===== src/rtl/ata_s2t_pkg.sv =====
// Package for the ATA sector-to-task-file block: constants, pipeline types and
// the divider step function. No dependencies.
package ata_s2t_pkg;

  localparam int SECTOR_BITS = 48;
  localparam int DIV_W       = 48;
  localparam int CHUNK       = 8;
  localparam int N_CHUNK     = DIV_W / CHUNK;
  // Stage 0 input, N_CHUNK stages per division, one output stage.
  localparam int NST         = 2 * N_CHUNK + 2;

  localparam logic [DIV_W-1:0] SECTOR_MASK =
    (SECTOR_BITS >= DIV_W) ? {DIV_W{1'b1}} : ((DIV_W'(1) << SECTOR_BITS) - DIV_W'(1));

  localparam logic [1:0] MODE_CHS     = 2'd0;
  localparam logic [1:0] MODE_LBA28   = 2'd1;
  localparam logic [1:0] MODE_LBA48   = 2'd2;
  localparam logic [1:0] MODE_INVALID = 2'd3;

  localparam logic [2:0] REG_MODE  = 3'd0;
  localparam logic [2:0] REG_SPT   = 3'd1;
  localparam logic [2:0] REG_HEADS = 3'd2;
  localparam logic [2:0] REG_TOTAL = 3'd3;
  localparam logic [2:0] REG_SLAVE = 3'd4;

  localparam logic [7:0] DEV_BASE     = 8'hA0;
  localparam logic [7:0] DEV_LBA      = 8'h40;
  localparam logic [7:0] DEV_SLAVE    = 8'h10;
  localparam logic [7:0] CMD_READ     = 8'h20;
  localparam logic [7:0] CMD_READ_EXT = 8'h24;
  localparam logic [7:0] NIBBLE       = 8'h0F;

  typedef struct packed {
    logic [DIV_W-1:0] s;
    logic [DIV_W-1:0] q1;
    logic [7:0]       r1;
    logic [DIV_W-1:0] q2;
    logic [7:0]       r2;
  } pipe_t;

  typedef struct packed {
    logic [DIV_W-1:0] quo;
    logic [7:0]       rem;
  } div_t;

  // Eight restoring division steps over one byte of the dividend.
  function automatic div_t div_chunk(logic [7:0] rem_in, logic [DIV_W-1:0] quo_in,
                                     logic [CHUNK-1:0] bits, logic [7:0] dvs);
    div_t       res;
    logic [8:0] t;
    logic [7:0] rem;
    logic [DIV_W-1:0] quo;
    rem = rem_in;
    quo = quo_in;
    for (int i = CHUNK - 1; i >= 0; i--) begin
      t = {rem, bits[i]};
      if (t >= {1'b0, dvs}) begin
        t   = t - {1'b0, dvs};
        quo = {quo[DIV_W-2:0], 1'b1};
      end else begin
        quo = {quo[DIV_W-2:0], 1'b0};
      end
      rem = t[7:0];
    end
    res.quo = quo;
    res.rem = rem;
    return res;
  endfunction

endpackage


===== src/rtl/ata_sector_to_taskfile.sv =====
// Top level of the ATA sector-to-task-file translator: a pipelined CHS divider
// and the task-file byte formatter. Depends on ata_s2t_pkg.
//
//  channel | ports                          | direction
//  in      | in_valid in_ready in_sector    | sector number beats in
//  out     | out_valid out_ready out_*      | task-file beats out
//  cfg     | cfg_valid cfg_ready cfg_index  | register writes in (cfg_data)
//
// A beat passes fourteen registers: one input register, six stages of eight
// divider steps for the sector over the sectors per track, six more for the
// track over the head count, and the output register. The input register is
// loaded at the accepting edge. A new beat enters every cycle unless a stall
// has backed up to stage 0. Reset (synchronous, rst_n low) empties the pipeline
// and loads the register defaults. A stall at the output lets bubbles close up
// behind it; each stage holds while the one after it is full and blocked.
module ata_sector_to_taskfile
  import ata_s2t_pkg::*;
(
  input  logic        clk,
  input  logic        rst_n,
  input  logic        in_valid,
  output logic        in_ready,
  input  logic [47:0] in_sector,
  output logic        out_valid,
  input  logic        out_ready,
  output logic        out_error,
  output logic [7:0]  out_count_byte,
  output logic [7:0]  out_addr_low,
  output logic [7:0]  out_addr_mid,
  output logic [7:0]  out_addr_high,
  output logic [7:0]  out_ext_low,
  output logic [7:0]  out_ext_mid,
  output logic [7:0]  out_ext_high,
  output logic [7:0]  out_device_byte,
  output logic [7:0]  out_command_byte,
  input  logic        cfg_valid,
  output logic        cfg_ready,
  input  logic [2:0]  cfg_index,
  input  logic [47:0] cfg_data
);

  // Configuration registers. The user must change them only while the pipeline
  // is empty; the block does not enforce it. Every stage reads them directly.
  logic [1:0]  mode_r;
  logic [7:0]  spt_r;
  logic [4:0]  heads_r;
  logic [47:0] total_r;
  logic        slave_r;

  assign cfg_ready = 1'b1;

  always_ff @(posedge clk) begin
    if (!rst_n) begin
      mode_r  <= MODE_CHS;
      spt_r   <= 8'd63;
      heads_r <= 5'd16;
      total_r <= '0;
      slave_r <= 1'b0;
    end else if (cfg_valid) begin
      unique case (cfg_index)
        REG_MODE:  mode_r  <= cfg_data[1:0];
        REG_SPT:   spt_r   <= cfg_data[7:0];
        REG_HEADS: heads_r <= cfg_data[4:0];
        REG_TOTAL: total_r <= cfg_data;
        REG_SLAVE: slave_r <= cfg_data[0];
        default: ;
      endcase
    end
  end

  // Pipeline: stage 0 holds the sector, stages 1..N_CHUNK divide by the
  // sectors per track, the next N_CHUNK divide the track by the head count.
  logic        v_r   [NST-1];
  pipe_t       st_r  [NST-1];
  pipe_t       st_nxt[NST-1];
  logic        free  [NST];

  // A stage can take a beat when it is empty or its own beat moves on.
  always_comb begin
    free[NST-1] = !out_valid || out_ready;
    for (int i = NST - 2; i >= 0; i--) begin
      free[i] = !v_r[i] || free[i+1];
    end
  end

  assign in_ready = free[0];

  always_comb begin
    st_nxt[0]    = '0;
    st_nxt[0].s  = in_sector & SECTOR_MASK;
  end

  for (genvar k = 1; k <= N_CHUNK; k++) begin : g_div1
    div_t d;
    always_comb begin
      d = div_chunk(st_r[k-1].r1, st_r[k-1].q1,
                    st_r[k-1].s[DIV_W-1-CHUNK*(k-1) -: CHUNK], spt_r);
      st_nxt[k]    = st_r[k-1];
      st_nxt[k].q1 = d.quo;
      st_nxt[k].r1 = d.rem;
    end
  end

  for (genvar k = 1; k <= N_CHUNK; k++) begin : g_div2
    div_t d;
    always_comb begin
      d = div_chunk(st_r[N_CHUNK+k-1].r2, st_r[N_CHUNK+k-1].q2,
                    st_r[N_CHUNK+k-1].q1[DIV_W-1-CHUNK*(k-1) -: CHUNK],
                    {3'b000, heads_r});
      st_nxt[N_CHUNK+k]    = st_r[N_CHUNK+k-1];
      st_nxt[N_CHUNK+k].q2 = d.quo;
      st_nxt[N_CHUNK+k].r2 = d.rem;
    end
  end

  always_ff @(posedge clk) begin
    if (!rst_n) begin
      for (int i = 0; i < NST - 1; i++) v_r[i] <= 1'b0;
    end else begin
      v_r[0] <= free[0] ? in_valid : v_r[0];
      for (int i = 1; i < NST - 1; i++) begin
        if (free[i]) v_r[i] <= v_r[i-1];
      end
    end
  end

  always_ff @(posedge clk) begin
    for (int i = 0; i < NST - 1; i++) begin
      if (free[i]) st_r[i] <= st_nxt[i];
    end
  end

  // Formatter on the last divider stage, registered into the output.
  pipe_t      last;
  logic       bad;
  logic [7:0] slv;
  logic [7:0] num;
  logic       err_nxt;
  logic [7:0] lo_nxt, mid_nxt, hi_nxt, xl_nxt, xm_nxt, xh_nxt, dev_nxt, cmd_nxt;

  always_comb begin
    last = st_r[NST-2];
    slv  = slave_r ? DEV_SLAVE : 8'h00;
    num  = last.r1 + 8'd1;
    bad  = (last.s >= total_r) || (mode_r == MODE_INVALID) ||
           ((mode_r == MODE_CHS) && ((spt_r == 8'd0) || (heads_r == 5'd0)));
    err_nxt = bad;
    lo_nxt  = '0; mid_nxt = '0; hi_nxt = '0;
    xl_nxt  = '0; xm_nxt  = '0; xh_nxt = '0;
    dev_nxt = '0; cmd_nxt = '0;
    if (!bad) begin
      unique case (mode_r)
        MODE_CHS: begin
          lo_nxt  = num;
          mid_nxt = last.q2[7:0];
          hi_nxt  = last.q2[15:8];
          dev_nxt = DEV_BASE | (last.r2 & NIBBLE) | slv;
          cmd_nxt = CMD_READ;
        end
        MODE_LBA28: begin
          lo_nxt  = last.s[7:0];
          mid_nxt = last.s[15:8];
          hi_nxt  = last.s[23:16];
          dev_nxt = DEV_BASE | DEV_LBA | {4'h0, last.s[27:24]} | slv;
          cmd_nxt = CMD_READ;
        end
        default: begin
          lo_nxt  = last.s[7:0];
          mid_nxt = last.s[15:8];
          hi_nxt  = last.s[23:16];
          xl_nxt  = last.s[31:24];
          xm_nxt  = last.s[39:32];
          xh_nxt  = last.s[47:40];
          dev_nxt = DEV_BASE | DEV_LBA | slv;
          cmd_nxt = CMD_READ_EXT;
        end
      endcase
    end
  end

  logic out_valid_r;
  assign out_valid      = out_valid_r;
  assign out_count_byte = 8'd1;

  always_ff @(posedge clk) begin
    if (!rst_n) begin
      out_valid_r <= 1'b0;
    end else if (free[NST-1]) begin
      out_valid_r <= v_r[NST-2];
    end
  end

  always_ff @(posedge clk) begin
    if (free[NST-1]) begin
      out_error        <= err_nxt;
      out_addr_low     <= lo_nxt;
      out_addr_mid     <= mid_nxt;
      out_addr_high    <= hi_nxt;
      out_ext_low      <= xl_nxt;
      out_ext_mid      <= xm_nxt;
      out_ext_high     <= xh_nxt;
      out_device_byte  <= dev_nxt;
      out_command_byte <= cmd_nxt;
    end
  end

`ifndef NO_ASSERTIONS
  a_in_enters: assert property (@(posedge clk) disable iff (!rst_n)
    in_valid && in_ready |=> v_r[0])
    else $error("accepted beat did not enter stage 0");

  a_err_clean: assert property (@(posedge clk) disable iff (!rst_n)
    out_valid && out_error |-> out_addr_low == 8'd0 && out_command_byte == 8'd0 &&
    out_device_byte == 8'd0)
    else $error("rejected request carries address bytes");

  a_chs_sector: assert property (@(posedge clk) disable iff (!rst_n)
    out_valid && !out_error && mode_r == MODE_CHS |-> out_addr_low != 8'd0)
    else $error("CHS sector number is zero");

  a_hold_out: assert property (@(posedge clk) disable iff (!rst_n)
    out_valid && !out_ready |=> out_valid && $stable(out_device_byte))
    else $error("stalled result changed");
`endif

endmodule

===== config.mk =====
export PLATFORM = sky130hd
export DESIGN_NAME = ata_sector_to_taskfile
export DESIGN_NICKNAME = d
export VERILOG_FILES = /design/src/rtl/ata_s2t_pkg.sv /design/src/rtl/ata_sector_to_taskfile.sv
export SDC_FILE = /design/constraint.sdc
export NUM_CORES = 2
export LEC_CHECK = 0
export BUFFER_PORTS_ARGS = -buffer_cell sky130_fd_sc_hd__buf_4
export CAP_MARGIN = 40
export CELL_PAD_IN_SITES_DETAIL_PLACEMENT = 1
export CELL_PAD_IN_SITES_GLOBAL_PLACEMENT = 1
export CORE_MARGIN = 10
export CORE_UTILIZATION = 39
export CTS_CLUSTER_DIAMETER = 30
export CTS_CLUSTER_SIZE = 40
export DETAILED_ROUTE_END_ITERATION = 16
export PLACE_DENSITY = 0.73
export SYNTH_ARGS = -nofsm -noshare
export SYNTH_HDL_FRONTEND = slang
export SYNTH_SLANG_ARGS = --single-unit

===== constraint.sdc =====
create_clock -name clk -period 38.4 [get_ports clk]
set_input_delay 1.92 -clock clk [delete_from_list [all_inputs] [get_ports clk]]
set_output_delay 1.92 -clock clk [all_outputs]
set_load 0.05 [all_outputs]

# ---- Yosys cells after proc, flatten, opt, wreduce, memory -nomap -nowiden
# Memories as Yosys holds them, arrays and structs flattened.
# Index checks and enable logic that the tools add are counted.
dict set report totals {
  input_bits 104
  wordCells 539
  mem_count 2
  ramBits 2093
  reg_bits 130
  output_inout_bits 76
}
# name words width read_ports rd_clocked_by_memory_dff write_ports line_no
set memory_table {}
lappend memory_table {st_r 13 160 13 0 13 ata_sector_to_taskfile.sv:74} ;# pipe_t st_r [NST-1];
lappend memory_table {v_r 13 1 13 0 13 ata_sector_to_taskfile.sv:73} ;# logic v_r [NST-1];
dict set report classes {
  reduce_logical 43
  n_bitwise 15
  n_eq_ne 6
  n_mux 264
  addsub 97
  magnitude_cmp 97
}
# operator count
set op_table {}
lappend op_table {{8-bit two-way mux} 99}
lappend op_table {{9-bit by 5-bit greater-or-equal comparator with 1-bit output} 48}
lappend op_table {{9-bit by 8-bit greater-or-equal comparator with 1-bit output} 48}
lappend op_table {{8-bit by 5-bit subtractor with 8-bit output} 48}
lappend op_table {{8-bit subtractor} 48}
lappend op_table {{1-bit two-way mux} 162}
lappend op_table {{48-bit greater-or-equal comparator} 1}
lappend op_table {{1-bit logical OR} 17}
lappend op_table {{8-bit by 5-bit OR with 8-bit output} 2}
lappend op_table {{8-bit one-hot mux with 2 select lines} 1}
lappend op_table {{1-bit logical NOT} 14}
lappend op_table {{1-bit OR} 13}
lappend op_table {{2-bit AND reduction} 5}
lappend op_table {{8-bit by 1-bit adder with 8-bit output, second input constant} 1}
lappend op_table {{8-bit logical NOT} 1}
lappend op_table {{3-bit by 2-bit == test with 1-bit output, second input constant} 2}
lappend op_table {{5-bit logical NOT} 1}
lappend op_table {{5-bit two-way mux} 1}
lappend op_table {{3-bit by 1-bit == test with 1-bit output, second input constant} 1}
lappend op_table {{3-bit == test, second input constant} 1}
lappend op_table {{3-bit logical NOT} 1}
lappend op_table {{3-bit two-way mux} 1}
lappend op_table {{3-bit OR reduction} 1}
lappend op_table {{2-bit by 1-bit == test with 1-bit output, second input constant} 1}
lappend op_table {{other kinds (4)} 4}

# ---- Logic depth before layout (Yosys ltp)
dict set report depth {
  ltp_word 18
  mapped_depth 111
  mapped_depth_nobuf 107
}

# ---- Least setup slack after synthesis
# OpenSTA, ideal clock, no wires.
dict set report synth_path {
  path_kind {reg-to-reg}
  startpoint {reg spt_r[1]}
  endpoint {mem st_r[0][697] in the netlist's numbering, data pin}
  setup_time_ns 0.260
  period_less_slack_ns 22.715
  arrival_time_ns 22.455
  t_required_ns 38.140
  n_path_buf 4
  path_slack_ns 15.685
  path_stages_with_launch 107
  path_cell_list {dfxtp_1 -> inv_1 -> ha_1 -> nor2b_1 -> o21ai_0 -> a21boi_0 -> o21ai_0 -> a21boi_0 -> o21a_1 -> o21a_1 -> nor2_1 -> nor2_1 -> a21oi_1 -> inv_1 -> ha_1 -> nor2b_1 -> o21ai_0 -> a21boi_0 -> [71 not listed] -> o21bai_1 -> a21o_1 -> a21o_1 -> o21bai_1 -> a21oi_1 -> nand2_1 -> buf_1 -> a21oi_1 -> ha_1 -> a21oi_1 -> o21ai_0 -> a21o_1 -> a21o_1 -> a21o_1 -> a21o_1 -> a41o_1 -> a211oi_4 -> mux2_2}
}
# element line_no
set synth_rtl {}
lappend synth_rtl {{from (decl)} ata_sector_to_taskfile.sv:45} ;# logic [7:0] spt_r;
lappend synth_rtl {{from (signal assigned)} ata_sector_to_taskfile.sv:62} ;# REG_SPT: spt_r <= cfg_data[7:0];
lappend synth_rtl {{to (decl)} ata_sector_to_taskfile.sv:74}

==> impl_results.md <==
* Status: finished, final reports clean
* Final min period at between 20 and 25 ns
* First-pass GRT wire length at ~320 mm
* Final net count at 7928
* Worst R2R Path Depth at approximately 100
* # fillers at between 20000 and 25000
* Vias in the first global route at about 58000
* Cts repair resizes at 0
* Hold Crit Start: st_r[0][1096]
* Mean Syn Cell Area at approximately 11 µm²
* Clock Path Buffers at 4
* Cell Area, Synth at roughly 0.075 mm²
* Yosys warnings at 0
* Post-CTS Hold Buffers at 0
* TNS Setup at 0 ns
* CTS tree: done
* Placement Cell Area at 0.07935 mm²
* Most frequent cells after synthesis: edfxtp_1, ha_1, inv_1
* Crit Path Class: flop to flop
* Final ANT Viol Nets at 0
* CP max stage delay at a little under 0.7 ns
* Critical Path Most Common Cell: o21ai_0
* Crit Path Max Fanout at 23
* Number of flops mapped to enable cells by yosys at around 1100
* GRT Total Usage at 0.1933
* Worst r2r src: spt_r[3]
* Postcts setup bufs at 0
* Ratio of cells with drive above 1 in the final layout at 0.1491
* Grt ovf at 0
* # port buffers at around 160
* Die area at around 0.21 mm²
* Die Ht at roughly 460 µm
* Via density at 5.420
* Final Util at 0.4665
* Slew margin rel. at 0.3373
* Clock Pin Slew Worst Setup and Hold Paths at ~0.05 ns
* Setup ws final at between 10 and 15 ns
* Post-synth top area cell: edfxtp_1
* Die width at roughly 460 µm
* Critical Path RT at 39.02 ns
* Yosys top cell area share at 0.4600
* CP Launch Point: spt_r[3]
* Ys async rst share at 0
* Hold/Removal Path Class: flop to flop
* Root Buffer: clkbuf_16
* Initial antenna violation count at 9
* Setup Skew at 0.07213 ns
* Syn-to-layout area delta at 18.82%
* Design area at just under 0.09 mm²
* Core Area at approximately 0.19 mm²
* TritonCTS buffer count at 289
* Fmax at 0.04235 GHz
* CP Capture Type: flop
* DP Wirelength at 152.5 mm
* Largest net degree at the start of global routing at between 60 and 70
* Effective utilization at floorplan at 0.3926
* FP Rows at 160
* Max-slew violations at 0
* Clock latency on the worst-skew pair at a little over 0.9 ns
* Sequential area share after synthesis at 0.4776
* DRC at 0
* Synth top area cells: edfxtp_1, ha_1, a21oi_1
* RSZ-0062 raised after global routing: no
* H-tree levels at 5
* Clk sink count at ~1200
* First DRT Iteration DRCs at between 2000 and 3000
* Final Hold Vio Count at 0
* #FFs+latches synth at approximately 1200
* Hold path cells at 0
* Final worst path period share at 0.6150
* DP Worst Slack at 14.99 ns
* Top-count cell post-synth: edfxtp_1
* CP Data Arrival Time at approximately 24 ns
* Cells after synthesis at 6628
* Slowest CP cell: a311oi_1
* DR WL/cell at roughly 21 µm
* WL final at approximately 210 mm
* Final number of setup-violating endpoints at 0
* Drt pass-1 iters at 7
* Worst slew pin tran at between 0.9 and 1 ns
* DR vias at about 53000
* Gp weighted congestion at between 0.8 and 0.9
* Post-synth cell types at around 150
* Critical path launch point type: flop
* # Max-Cap Violations at 0
* Top-Level Pins at 180
* Post-synth top flop: edfxtp_1
layout by cell type (no fill, tap or decap), types with 114 or more instances in the layout:
| master | instances |
|---|---|
| nand2b_1 | 114 |
| a21o_1 | 208 |
| xor2_1 | 153 |
| xnor2_1 | 246 |
| o21ai_0 | 375 |
| nand3_1 | 138 |
| nand2_1 | 452 |
| nor2_1 | 379 |
| a21oi_1 | 459 |
| ha_1 | 664 |
| inv_1 | 482 |
| mux2i_1 | 123 |
| nor2b_1 | 131 |
| edfxtp_1 | 1145 |
| buf_4 | 233 |
| clkbuf_16 | 292 |
| mux2_2 | 199 |
state kept, by name (all words and copies together), names as in the netlist:
| signal | count |
|---|---|
| out_command_byte | 1 |
| v_r | 13 |
| total_r | 48 |
| out_addr_mid | 8 |
| st_r | 1076 |
| out_ext_mid | 8 |
| out_valid | 1 |
| out_error | 1 |
| slave_r | 1 |
| out_ext_low | 8 |
| out_device_byte | 7 |
| out_addr_high | 8 |
| spt_r | 8 |
| mode_r | 2 |
| out_addr_low | 8 |
| out_ext_high | 8 |
| heads_r | 5 |
final timing paths:
| path | to | slack [ns] |
|---|---|---|
| min reg2reg | st_r[0][1256] | 0.39 |
| max | st_r[0][860] | 14.79 |
| max reg2reg | st_r[0][860] | 14.79 |
| min | st_r[0][1256] | 0.39 |
cell type report:
type                            count  area, µm²  share of cell area
Multi-Input combinational cell   4816      36710              0.4133
Clock buffer                      338       7580             0.08534
Clock inverter                    164       1884             0.02121
Tap cell                         2511       3142             0.03537
Antenna cell                        2      5.005          0.00005635
Sequential cell                  1211      35710              0.4021
Inverter                          511       1933             0.02176
Timing Repair Buffer              237       1852             0.02085
stage by stage:
stage	instances	hold slack, ns
CTS	9788	0.3825
global placement	9281	0.4002
floorplan	6641	0.4003
global route	9789	0.3878
detailed placement	9286	0.4052
finish	9790	0.3875
critical path: cells and delay by family, from the launching register on:
kind	cells	cell delay [ns]
AO/OA/AOI/OAI	66	14.83
adder cells (fa/ha/maj)	8	2.50
AND/OR/NAND/NOR	15	2.50
buffers and inverters	12	2.39
multiplexers	2	0.78
flip-flops	1	0.30
per-layer routing:
layer,wire (µm),track usage,vias up
li1,-,-,25430
met3,8656,0.03514,436
met4,7226,0.07418,8
met2,98970,0.3275,998
met1,92370,0.2443,26190
met5,53,0,-
cells by family after synthesis:
group                      share of synthesized area
other                                      0.0001005
DFF                                           0.4776
muxes                                        0.05132
xor gates and xnor gates                     0.04727
adders and majority gates                     0.1363
AOI/OAI and AO/OA                             0.1405
and+or+nand+nor                               0.1141
buffers and inverters                        0.03279
Power is left out: the tool's default activity adds up to more than one toggle a clock period on the data nets, which glitch-free logic cannot reach.
